==> src/design/gspe_pkg.sv <==
// ----------------------------------------------------------------------------
// gspe_pkg: shared types and constants of the gait step period estimator
// Holds the payload structs of both channels, the field widths and the
// fixed constants of the contact and period checks.
// ----------------------------------------------------------------------------
`default_nettype none

package gspe_pkg;

	// Field widths.
	localparam int RAW_W    = 10;
	localparam int TIME_W   = 32;
	localparam int PERIOD_W = 13;
	localparam int THR_W    = 13;
	localparam int AVG_W    = 17;

	// Width of a raw sample scaled by the full-scale millivolt value.
	localparam int SCALED_W = 24;

	// Scaling and range constants.
	localparam logic [SCALED_W-1:0] FULL_SCALE_MV = SCALED_W'(5000);
	localparam logic [SCALED_W-1:0] ADC_MAX       = SCALED_W'(1023);
	localparam logic [TIME_W-1:0]   PERIOD_MIN_MS = TIME_W'(155);
	localparam logic [TIME_W-1:0]   PERIOD_MAX_MS = TIME_W'(5000);

	// Configuration port.
	localparam int CFG_ADDR_W = 3;
	localparam int CFG_DATA_W = 32;
	localparam logic           REG_IDX_THRESHOLD = 1'b0;
	localparam logic [THR_W-1:0] THRESHOLD_RESET = THR_W'(2500);

	// Default depth of the period ring.
	localparam int HISTORY_DEPTH_DEF = 8;

	// Input item.
	typedef struct packed {
		logic [RAW_W-1:0]  left_raw;
		logic [RAW_W-1:0]  right_raw;
		logic [TIME_W-1:0] now_ms;
	} in_item_t;

	// Result item.
	typedef struct packed {
		logic             left_contact;
		logic             right_contact;
		logic             step_seen;
		logic             period_accepted;
		logic [AVG_W-1:0] average_period_x16;
	} out_item_t;

endpackage

`default_nettype wire

==> src/design/gspe_ram.sv <==
// ----------------------------------------------------------------------------
// gspe_ram: generic single-clock RAM
// One write port and one read port; the read data is registered, so it
// appears in the cycle after the read request.
// ----------------------------------------------------------------------------
`default_nettype none

module gspe_ram #(
	parameter int WIDTH  = 13,
	parameter int DEPTH  = 8,
	parameter int ADDR_W = (DEPTH > 1) ? $clog2(DEPTH) : 1
) (
	input  wire logic              clk,
	input  wire logic              we,
	input  wire logic [ADDR_W-1:0] waddr,
	input  wire logic [WIDTH-1:0]  wdata,
	input  wire logic              re,
	input  wire logic [ADDR_W-1:0] raddr,
	output logic      [WIDTH-1:0]  rdata
);

	logic [WIDTH-1:0] mem_q [DEPTH];

	// Write port.
	always_ff @(posedge clk) begin
		if (we) begin
			mem_q[waddr] <= wdata;
		end
	end

	// Registered read port.
	always_ff @(posedge clk) begin
		if (re) begin
			rdata <= mem_q[raddr];
		end
	end

endmodule

`default_nettype wire

==> src/design/gait_step_period_estimator.sv <==
// A result passes the stage 1, stage 2 and output registers after its input transfer.
// A new item is not taken while the previous one is in stage 1; the ring
// read-modify-write of the period memory (read at transfer, write in stage 1) is why.
// A stalled result holds the input side once the pipeline behind it is full.
// Reset clears levels, rise times, ring index, sum and average at once; per-entry
// valid bits make the ring read as zero, so items are taken right after reset.
// ----------------------------------------------------------------------------
// gait_step_period_estimator: step period moving average
// Detects rising foot contact edges, measures the interval since the last
// rise of that foot (left only on a joint rise) and keeps the mean of the
// last HISTORY_DEPTH valid periods, fixed point with four fraction bits.
// ----------------------------------------------------------------------------
`default_nettype none

module gait_step_period_estimator
	import gspe_pkg::*;
#(
	parameter int HISTORY_DEPTH = HISTORY_DEPTH_DEF
) (
	input  wire logic                  clk,
	input  wire logic                  arst_n,
	// Input channel
	input  wire logic                  in_valid,
	output logic                       in_ready,
	input  wire in_item_t              in_item,
	// Output channel
	output logic                       out_valid,
	input  wire logic                  out_ready,
	output out_item_t                  out_item,
	// Configuration port
	input  wire logic                  psel,
	input  wire logic                  penable,
	input  wire logic                  pwrite,
	input  wire logic [CFG_ADDR_W-1:0] paddr,
	input  wire logic [CFG_DATA_W-1:0] pwdata,
	output logic      [CFG_DATA_W-1:0] prdata,
	output logic                       pready
);

	localparam int IDX_W     = (HISTORY_DEPTH > 1) ? $clog2(HISTORY_DEPTH) : 1;
	localparam int DEPTH_LOG = $clog2(HISTORY_DEPTH);
	localparam int SUM_W     = PERIOD_W + DEPTH_LOG;
	localparam int AVG_N     = SUM_W + 4;
	localparam int AVG_SHIFT = AVG_N + DEPTH_LOG;
	localparam int RECIP_W   = AVG_SHIFT - DEPTH_LOG + 2;
	localparam longint unsigned RECIP =
		((longint'(1) << AVG_SHIFT) + longint'(HISTORY_DEPTH) - 1) / longint'(HISTORY_DEPTH);
	localparam logic [RECIP_W-1:0] RECIP_V = RECIP_W'(RECIP);
	localparam logic [SUM_W-1:0]   SUM_MAX = SUM_W'(HISTORY_DEPTH * 5000);

	// ------------------------------------------------------------------
	// Configuration register
	// ------------------------------------------------------------------
	logic [THR_W-1:0] threshold_q;
	logic             cfg_write;

	assign pready    = 1'b1;
	assign cfg_write = psel && penable && pwrite && pready;

	always_ff @(posedge clk or negedge arst_n) begin
		if (!arst_n) begin
			threshold_q <= THRESHOLD_RESET;
		end else if (cfg_write && (paddr[2] == REG_IDX_THRESHOLD)) begin
			threshold_q <= pwdata[THR_W-1:0];
		end
	end

	// Reads return the threshold; other addresses read as zero.
	always_comb begin
		prdata = '0;
		if (paddr[2] == REG_IDX_THRESHOLD) begin
			prdata = CFG_DATA_W'(threshold_q);
		end
	end

	// ------------------------------------------------------------------
	// Pipeline control
	// ------------------------------------------------------------------
	logic s1_valid_q;
	logic s2_valid_q;
	logic out_valid_q;
	logic s2_move;
	logic in_xfer;

	assign s2_move  = s2_valid_q && (!out_valid_q || out_ready);
	assign in_ready = !s1_valid_q && (!s2_valid_q || s2_move);
	assign in_xfer  = in_valid && in_ready;

	// ------------------------------------------------------------------
	// Contact detection at the input transfer
	// ------------------------------------------------------------------
	// floor(raw * 5000 / 1023) > thr is the same as raw * 5000 >= (thr + 1) * 1023.
	logic [SCALED_W-1:0] left_scaled;
	logic [SCALED_W-1:0] right_scaled;
	logic [SCALED_W-1:0] thr_scaled;
	logic                left_new;
	logic                right_new;
	logic                left_level_q;
	logic                right_level_q;
	logic                left_rise;
	logic                right_rise;
	logic [TIME_W-1:0]   left_rise_time_q;
	logic [TIME_W-1:0]   right_rise_time_q;
	logic [TIME_W-1:0]   interval;
	logic                in_range;

	assign left_scaled  = SCALED_W'(in_item.left_raw) * FULL_SCALE_MV;
	assign right_scaled = SCALED_W'(in_item.right_raw) * FULL_SCALE_MV;
	assign thr_scaled   = (SCALED_W'(threshold_q) + SCALED_W'(1)) * ADC_MAX;
	assign left_new     = (left_scaled >= thr_scaled);
	assign right_new    = (right_scaled >= thr_scaled);
	assign left_rise    = left_new && !left_level_q;
	assign right_rise   = right_new && !right_level_q;

	// The left foot wins when both rise together.
	assign interval = left_rise ? (in_item.now_ms - left_rise_time_q)
	                            : (in_item.now_ms - right_rise_time_q);
	assign in_range = (interval >= PERIOD_MIN_MS) && (interval <= PERIOD_MAX_MS);

	always_ff @(posedge clk or negedge arst_n) begin
		if (!arst_n) begin
			left_level_q      <= 1'b0;
			right_level_q     <= 1'b0;
			left_rise_time_q  <= '0;
			right_rise_time_q <= '0;
		end else if (in_xfer) begin
			left_level_q  <= left_new;
			right_level_q <= right_new;
			if (left_rise) begin
				left_rise_time_q <= in_item.now_ms;
			end else if (right_rise) begin
				right_rise_time_q <= in_item.now_ms;
			end
		end
	end

	// ------------------------------------------------------------------
	// Stage 1 registers
	// ------------------------------------------------------------------
	logic                left_contact_s1;
	logic                right_contact_s1;
	logic                step_s1;
	logic                accept_s1;
	logic [PERIOD_W-1:0] period_s1;

	always_ff @(posedge clk or negedge arst_n) begin
		if (!arst_n) begin
			s1_valid_q <= 1'b0;
		end else begin
			s1_valid_q <= in_xfer;
		end
	end

	always_ff @(posedge clk) begin
		if (in_xfer) begin
			left_contact_s1  <= left_new;
			right_contact_s1 <= right_new;
			step_s1          <= left_rise || right_rise;
			accept_s1        <= (left_rise || right_rise) && in_range;
			period_s1        <= interval[PERIOD_W-1:0];
		end
	end

	// ------------------------------------------------------------------
	// Period ring: read the slot being replaced at transfer, write in stage 1
	// ------------------------------------------------------------------
	logic [IDX_W-1:0]         wr_idx_q;
	logic [HISTORY_DEPTH-1:0] entry_valid_q;
	logic [PERIOD_W-1:0]      ram_rdata;
	logic [PERIOD_W-1:0]      old_period;
	logic                     ring_write;
	logic [SUM_W-1:0]         sum_q;
	logic [SUM_W-1:0]         sum_next;

	assign ring_write = s1_valid_q && accept_s1;

	gspe_ram #(
		.WIDTH  (PERIOD_W),
		.DEPTH  (HISTORY_DEPTH),
		.ADDR_W (IDX_W)
	) u_ring (
		.clk   (clk),
		.we    (ring_write),
		.waddr (wr_idx_q),
		.wdata (period_s1),
		.re    (in_xfer),
		.raddr (wr_idx_q),
		.rdata (ram_rdata)
	);

	// A slot never written since reset counts as zero.
	assign old_period = entry_valid_q[wr_idx_q] ? ram_rdata : '0;
	assign sum_next   = sum_q - SUM_W'(old_period) + SUM_W'(period_s1);

	always_ff @(posedge clk or negedge arst_n) begin
		if (!arst_n) begin
			wr_idx_q      <= '0;
			entry_valid_q <= '0;
			sum_q         <= '0;
		end else if (ring_write) begin
			entry_valid_q[wr_idx_q] <= 1'b1;
			sum_q                   <= sum_next;
			if (wr_idx_q == IDX_W'(HISTORY_DEPTH - 1)) begin
				wr_idx_q <= '0;
			end else begin
				wr_idx_q <= wr_idx_q + IDX_W'(1);
			end
		end
	end

	// ------------------------------------------------------------------
	// Stage 2: mean by reciprocal multiplication, then the output register
	// ------------------------------------------------------------------
	logic                        left_contact_s2;
	logic                        right_contact_s2;
	logic                        step_s2;
	logic                        accept_s2;
	logic [AVG_N+RECIP_W-1:0]    avg_product;
	logic [AVG_W-1:0]            avg_new;
	logic [AVG_W-1:0]            avg_q;
	out_item_t                   out_q;

	assign avg_product = (AVG_N+RECIP_W)'({sum_q, 4'b0000}) * (AVG_N+RECIP_W)'(RECIP_V);
	assign avg_new     = avg_product[AVG_SHIFT +: AVG_W];

	always_ff @(posedge clk or negedge arst_n) begin
		if (!arst_n) begin
			s2_valid_q <= 1'b0;
		end else begin
			s2_valid_q <= s1_valid_q || (s2_valid_q && !s2_move);
		end
	end

	always_ff @(posedge clk) begin
		if (s1_valid_q) begin
			left_contact_s2  <= left_contact_s1;
			right_contact_s2 <= right_contact_s1;
			step_s2          <= step_s1;
			accept_s2        <= accept_s1;
		end
	end

	always_ff @(posedge clk or negedge arst_n) begin
		if (!arst_n) begin
			avg_q       <= '0;
			out_valid_q <= 1'b0;
		end else if (s2_move) begin
			out_valid_q <= 1'b1;
			if (accept_s2) begin
				avg_q <= avg_new;
			end
		end else if (out_ready) begin
			out_valid_q <= 1'b0;
		end
	end

	always_ff @(posedge clk) begin
		if (s2_move) begin
			out_q.left_contact       <= left_contact_s2;
			out_q.right_contact      <= right_contact_s2;
			out_q.step_seen          <= step_s2;
			out_q.period_accepted    <= accept_s2;
			out_q.average_period_x16 <= accept_s2 ? avg_new : avg_q;
		end
	end

	assign out_valid = out_valid_q;
	assign out_item  = out_q;

	// ------------------------------------------------------------------
	// Assertions
	// ------------------------------------------------------------------
	// Only one item is in the ring update stage at a time.
	assert property (@(posedge clk) disable iff (!arst_n)
		s1_valid_q |=> !s1_valid_q)
		else $error("two items back to back in the ring update stage");

	// The running sum never exceeds the largest possible ring total.
	assert property (@(posedge clk) disable iff (!arst_n)
		sum_q <= SUM_MAX)
		else $error("running period sum out of range");

	// The write index stays inside the ring.
	assert property (@(posedge clk) disable iff (!arst_n)
		wr_idx_q <= IDX_W'(HISTORY_DEPTH - 1))
		else $error("ring write index beyond the ring depth");

	// A stored period always comes from a detected step.
	assert property (@(posedge clk) disable iff (!arst_n)
		s1_valid_q && accept_s1 |-> step_s1)
		else $error("period stored without a step");

	// A result mean never exceeds the largest accepted period.
	assert property (@(posedge clk) disable iff (!arst_n)
		out_valid_q |-> (out_q.average_period_x16 <= AVG_W'(80000)))
		else $error("average period out of range");

endmodule

`default_nettype wire

==> config.mk <==
export PLATFORM = sky130hd
export DESIGN_NAME = gait_step_period_estimator
export DESIGN_NICKNAME = d
export VERILOG_FILES = /design/src/design/gspe_pkg.sv /design/src/design/gspe_ram.sv /design/src/design/gait_step_period_estimator.sv
export SDC_FILE = /design/constraint.sdc
export NUM_CORES = 1
export LEC_CHECK = 0
export BUFFER_PORTS_ARGS = -buffer_cell sky130_fd_sc_hd__buf_4
export CAP_MARGIN = 5
export CORE_AREA = 2 2 211 213
export DETAILED_ROUTE_END_ITERATION = 8
export DIE_AREA = 0 0 213 215
export MAX_ROUTING_LAYER = met4
export PLACE_DENSITY = 0.67
export SETUP_SLACK_MARGIN = 0.15
export SYNTH_ARGS = -nofsm -noshare
export SYNTH_HDL_FRONTEND = slang
export SYNTH_SLANG_ARGS = --single-unit
==> constraint.sdc <==
create_clock -name clk -period 19.66 [get_ports clk]
set_clock_uncertainty 0.15 [all_clocks]
set_input_delay 1.966 -clock clk [delete_from_list [all_inputs] [get_ports clk]]
set_output_delay 1.966 -clock clk [all_outputs]
set_load 0.1 [all_outputs]
# Yosys cells after proc, flatten, opt, wreduce, memory -nomap -nowiden
# Memory sizes are Yosys's and may differ from the RTL's. A register that Yosys moved wholly into a read port is not among the register bits.
# Cells that the tools add are included.
dict set report word_totals {
  input_bits 94
  wordCells 85
  regBits 168
  out_inout_bits 56
  memories 1
  ram_bits 104
  latch_bits 0
  rom_bits 0
}
dict set report op_classes {
  mux 13
  n_bitwise 3
  magnitude_cmp 6
  n_reduce_logical 26
  n_shift 0
  eq_ne 1
  add_sub_neg 6
  mul 3
  div 0
}
# memory words word_bits read_ports rd_clocked_by_memory_dff wr line_no
set mem_list {}
lappend mem_list {u_ring.mem_q 8 13 1 1 1 gspe_ram.sv:22} ;# logic [WIDTH-1:0] mem_q [DEPTH];
# operator count
set ops {}
lappend ops {{$sub 32x32->32} 2}
lappend ops {{$ge 23x24->1} 2}
lappend ops {{$mul 10x10->20 const B} 2}
lappend ops {{$ge 32x8->1 const B} 1}
lappend ops {{$le 32x13->1 const B} 1}
lappend ops {{$mux 32} 1}
lappend ops {{$mux 13} 2}
lappend ops {{$mul 14x10->24 const B} 1}
lappend ops {{$mux 17} 1}
lappend ops {{$add 16x13->16} 1}
lappend ops {{$sub 16x13->16} 1}
lappend ops {{$add 13x1->14 const B} 1}
lappend ops {{$logic_and 1x1->1} 13}
lappend ops {{$or 8x8->8} 1}
lappend ops {{$logic_not 1->1} 6}
lappend ops {{$mux 1} 6}
lappend ops {{$logic_or 1x1->1} 4}
lappend ops {{$lt 3x4->1 const B} 1}
lappend ops {{$add 3x1->3 const B} 1}
lappend ops {{$bmux 1 s3} 1}
lappend ops {{$demux 1 s3} 1}
lappend ops {{$eq 3x3->1 const B} 1}
lappend ops {{$ge 3x1->1 const B} 1}
lappend ops {{$mux 3} 1}
lappend ops {{4 further kinds} 5}

# Depth between registers and ports, before layout
dict set report logic_depth {
  ltp_word 8
  depth_mapped 47
}

# Modules after synthesis
# A second synthesis with hierarchy kept.
dict set report unflattened {
  hier_cells 1918
  area_unflattened_um2 21933.5
}
# module cells_each instances area_per_inst_um2 seq_area_each_um2
set by_module_without_submodules {}
lappend by_module_without_submodules {gait_step_period_estimator 1742 1 17488.0 4420.5}
lappend by_module_without_submodules {gspe_ram 176 1 4445.5 3513.4}

# Worst setup path after synthesis
# OpenSTA, ideal clock, no wires.
dict set report synth_timing {
  path_kind {register -> register}
  start {register threshold_q[2]}
  end {register accept_s1 (data pin)}
  t_required_ps 19334
  slack_ps 8953
  setup_ps 176
  t_arrival_ps 10381
  n_path_buf 2
  path_stages_with_launch 42
  synth_period_minus_slack_ps 10707
  path_cell_list {dfstp_2 > nand3_1 > nor3_1 > nand2_1 > xor2_1 > xnor2_1 > xnor2_1 > fa_1 > fa_1 > fa_1 > inv_1 > fa_1 > inv_1 > ha_1 > nor2b_1 > o31a_1 > o31a_1 > o41ai_1 > [... 6 more ...] > a21oi_1 > a2bb2oi_1 > a211oi_1 > mux2_2 > buf_2 > buf_2 > mux2i_1 > ha_1 > a2111oi_4 > o21ai_2 > a211oi_2 > nor4_1 > or3_1 > mux2i_1 > or4_1 > a2111oi_2 > nand4b_1 > nor4_1}
}
dict set report synth_between {
  elab_chain_len 8
  word_cells_on_any_way 12
  cone_classes {1 x add/sub; 1 x mul; 4 x order compare; 1 x mux; 5 x reduce/logical}
}
# element line_no
set synth_rtl {}
lappend synth_rtl {{start, declared} gait_step_period_estimator.sv:54} ;# logic [THR_W-1:0] threshold_q;
lappend synth_rtl {{start signal, assigned} gait_step_period_estimator.sv:64} ;# threshold_q <= pwdata[THR_W-1:0];
lappend synth_rtl {{$add 13x1->14 (*)} gait_step_period_estimator.sv:109} ;# assign thr_scaled = (SCALED_W'(threshold_q) + SCALED_W'(1)) * ADC_MAX;
lappend synth_rtl {{$mul 14x10->24 (*)} gait_step_period_estimator.sv:109}
lappend synth_rtl {{$ge 23x24->1} gait_step_period_estimator.sv:110} ;# assign left_new = (left_scaled >= thr_scaled);
lappend synth_rtl {{$logic_and 1x1->1} gait_step_period_estimator.sv:112} ;# assign left_rise = left_new && !left_level_q;
lappend synth_rtl {{$mux 32} gait_step_period_estimator.sv:116} ;# assign interval = left_rise ? (in_item.now_ms - left_rise_time_q)
lappend synth_rtl {{$ge 32x8->1 or $le 32x13->1 (tied branches)} gait_step_period_estimator.sv:118} ;# assign in_range = (interval >= PERIOD_MIN_MS) && (interval <= PERIOD_MAX_MS);
lappend synth_rtl {{$logic_and 1x1->1} gait_step_period_estimator.sv:118}
lappend synth_rtl {{$logic_and 1x1->1 (*)} gait_step_period_estimator.sv:159} ;# accept_s1 <= (left_rise || right_rise) && in_range;
lappend synth_rtl {{end signal, assigned} gait_step_period_estimator.sv:159}
lappend synth_rtl {{end, declared} gait_step_period_estimator.sv:143} ;# logic accept_s1;
# Every way passes the cells marked *; elsewhere a longest branch is shown, timed or not.
# A chain may end at the register's enable or synchronous reset.

# Worst setup path in the final report
# Same ends and word-level chain as after synthesis.

==> out/qor.txt <==
drt pass-1 iters - 5
grt ovf - 0
total CTS buffers - 27
DR vias/cell - 5.41
hold_buf cts - 0
FF-to-FF End - accept_s1
total die area - 45800 um2
Layout area overhead - 11.0%
# setup viols final - 0
Post-synth EDFFs - 159
post-DP HPWL - 35300 um
DRC viols - 0
initial drt markers - 877
Fmax - 0.0774 GHz
fin crit share - 65.7%
Fillers - 3710
vias in the first global route - 14700
post-synthesis cell area - 21500 um2
DR vias - 14400
sequential share of the synthesized area - 36.9%
normalized max-slew margin - 28.0%
number of post-CTS setup repair buffers - 0
Rows - 77
maximum root-to-sink buffer count - 3
status - finished clean
Post-Route WL - 45500 um
largest net degree at the start of global routing - 67
DR WL/cell - 17.1 um
clock-pin slew on the worst setup and hold paths - 0.06 ns
setup TNS - 0 ns
Synth async-reset ratio - 44.2%
Worst Path Required - 19.82 ns
most frequent cells in the layout - 274 x inv_1, 257 x ha_1, 159 x edfxtp_1
Final #Nets - 2506
clock latency at the later pin of the worst-skew pair - 0.55 ns
crit path max-delay cell type - dfstp_2
#FFs+latches synth - 285
Synth Flop Type - edfxtp_1
Post-CTS Resized - 0
RSZ-0062 raised after global routing - false
H-tree Lvls - 1
Clock Sinks - 285
Final Wtd Congestion - 0.884
most common cell after layout, fill and taps aside - inv_1
Die W - 213 um
r2r setup slk - 6.75 ns
max-cap violation count - 0
r2r worst-path depth - 41
Most common cell on crit path - fa_1
layout cell share with drive strength beyond 1 - 14.7%
CP endpoint - accept_s1
number of top-level pins - 150
worst-path maximum fanout - 33
core box area - 43600 um2
all-layer global routing usage - 21.2%
Hold WC Path Type - register to register
Slew @ Worst Pin - 1.07 ns
port bufs - 108
path type of the worst setup path - register to register
die height - 215 um
Gate Count Post-Synth - 1939
first-pass GRT wire length - 75400 um
Critical Path Start Type - register
Starting Density - 49.3%
endpoint arrival time on the critical path - 13.07 ns
Syn. warnings - 0
CP max stage delay - 0.60 ns
Routed Antenna Nets - 0
final slew viol count - 0
min cycle time layout - 12.91 ns
Critical Path Start - threshold_q[2]
Netlist cell types - 82
initial antenna violation count - 0
reg2reg start - threshold_q[2]
CP Capture Type - register
final hold vios - 0
Avg Cell Area, Syn - 11.1 um2
root buffer cell - clkbuf_16
CTS tree - yes
==> metrics by stage <==
stage	instance area (um2)	setup slack (ns)	std cells	util, %	hold WS, ns
after floorplan	21600	8.95	1957	-	0.250
after global placement	22900	6.91	2614	52.6	0.255
after detailed placement	22900	6.72	2614	52.6	0.257
after CTS	23800	6.66	2664	54.6	0.273
after global routing	23800	5.81	2664	54.6	0.286
final	23900	6.75	2665	54.7	0.272
==> worst min path at each step <==
| stage | startpoint | end | slack, ns | cells after the start |
|---|---|---|---|---|
| global route | left_contact_s2 | out_item[20] | 0.29 | 0 |
| CTS | left_contact_s2 | out_item[20] | 0.27 | 0 |
| finish | left_contact_s2 | out_item[20] | 0.27 | 0 |
| floorplan | left_contact_s1 | left_contact_s2 | 0.25 | 0 |
| detailed placement | left_contact_s2 | out_item[20] | 0.26 | 0 |
| global placement | left_contact_s2 | out_item[20] | 0.25 | 0 |
==> cell type report <==
| class | instances | area (um2) | share of cell area, % |
|---|---|---|---|
| multi-input cells | 1340 | 12300 | 51.6 |
| flip-flops and latches | 285 | 7930 | 33.3 |
| inverters | 275 | 1030 | 4.33 |
| repair buffers | 122 | 920 | 3.86 |
| well taps | 592 | 741 | 3.11 |
| clock buffers | 33 | 718 | 3.01 |
| clock inverters | 17 | 190 | 0.797 |
| diodes | 1 | 2.50 | 0.0105 |
==> worst max-delay path: cells and delay by family, from the launching register on <==
| family | cells | cell delay, ns |
|---|---|---|
| AOI/OAI and AO/OA | 11 | 3.07 |
| xor gates and xnor gates | 4 | 1.45 |
| adders and majority gates | 8 | 3.28 |
| buffers and inverters | 4 | 0.66 |
| DFF | 1 | 0.60 |
| muxes | 3 | 0.60 |
| and+or+nand+nor | 11 | 2.82 |
==> cell families after synthesis <==
| logic type | after synthesis | share of synthesized area (%) |
|---|---|---|
| AOI/OAI and AO/OA | 302 | 9.51 |
| xor gates and xnor gates | 100 | 4.07 |
| adders and majority gates | 364 | 24.8 |
| buffers and inverters | 332 | 6.25 |
| DFF | 285 | 36.9 |
| muxes | 180 | 9.90 |
| other | 2 | 0.0349 |
| and+or+nand+nor | 374 | 8.54 |
==> routing by layer <==
layer	share of wire, %	track usage [%]	up-vias
met2	46	33.2	275
met5	0	-	-
met3	4.3	2.18	35
met4	1.4	3.24	0
li1	-	-	6973
met1	48	30.4	7124
==> cells in the mapped netlist, drive strengths merged, types with 4 or more instances <==
cell type | number | area (um2)
inv | 275 | 1030
ha | 257 | 3220
edfxtp | 159 | 4770
dfrtp | 121 | 3030
mux2 | 121 | 1360
fa | 104 | 2080
nand2 | 102 | 383
nor2 | 98 | 368
a21oi | 77 | 389
o21ai | 64 | 324
xnor2 | 61 | 534
mux2i | 45 | 450
nor2b | 39 | 244
xor2 | 39 | 342
a21o | 36 | 270
nand3 | 34 | 170
buf | 33 | 220
clkbuf | 24 | 90.1
nor3 | 19 | 100
or2 | 15 | 93.8
mux4 | 14 | 315
a211oi | 11 | 87.6
nand4 | 11 | 68.8
a221oi | 10 | 87.6
nor4 | 10 | 62.6
o21bai | 10 | 75.1
nand2b | 9 | 56.3
o31ai | 9 | 67.6
a21boi | 8 | 60.1
o21a | 8 | 60.1
and3 | 7 | 43.8
a211o | 6 | 52.6
a22oi | 6 | 45.0
or4 | 6 | 45.0
a2111oi | 5 | 68.8
a31oi | 5 | 31.3
and2 | 5 | 31.3
dfstp | 5 | 131
nand3b | 5 | 37.5
nand4b | 4 | 35.0
o211ai | 4 | 30.0
o22ai | 4 | 25.0
o41ai | 4 | 35.0
==> sequential cells by signal, indices dropped and copies added, names as in the netlist, 3 cells and up <==
name               cells
u_ring.rdata          13
right_rise_time_q     32
u_ring.mem_q         104
period_s1             13
wr_idx_q               3
threshold_q           13
avg_q                 17
left_rise_time_q      32
out_item              21
entry_valid_q          8
sum_q                 16
Power is left out: the tool's default activity adds up to more than one toggle a clock period on the data nets, which glitch-free logic cannot reach.
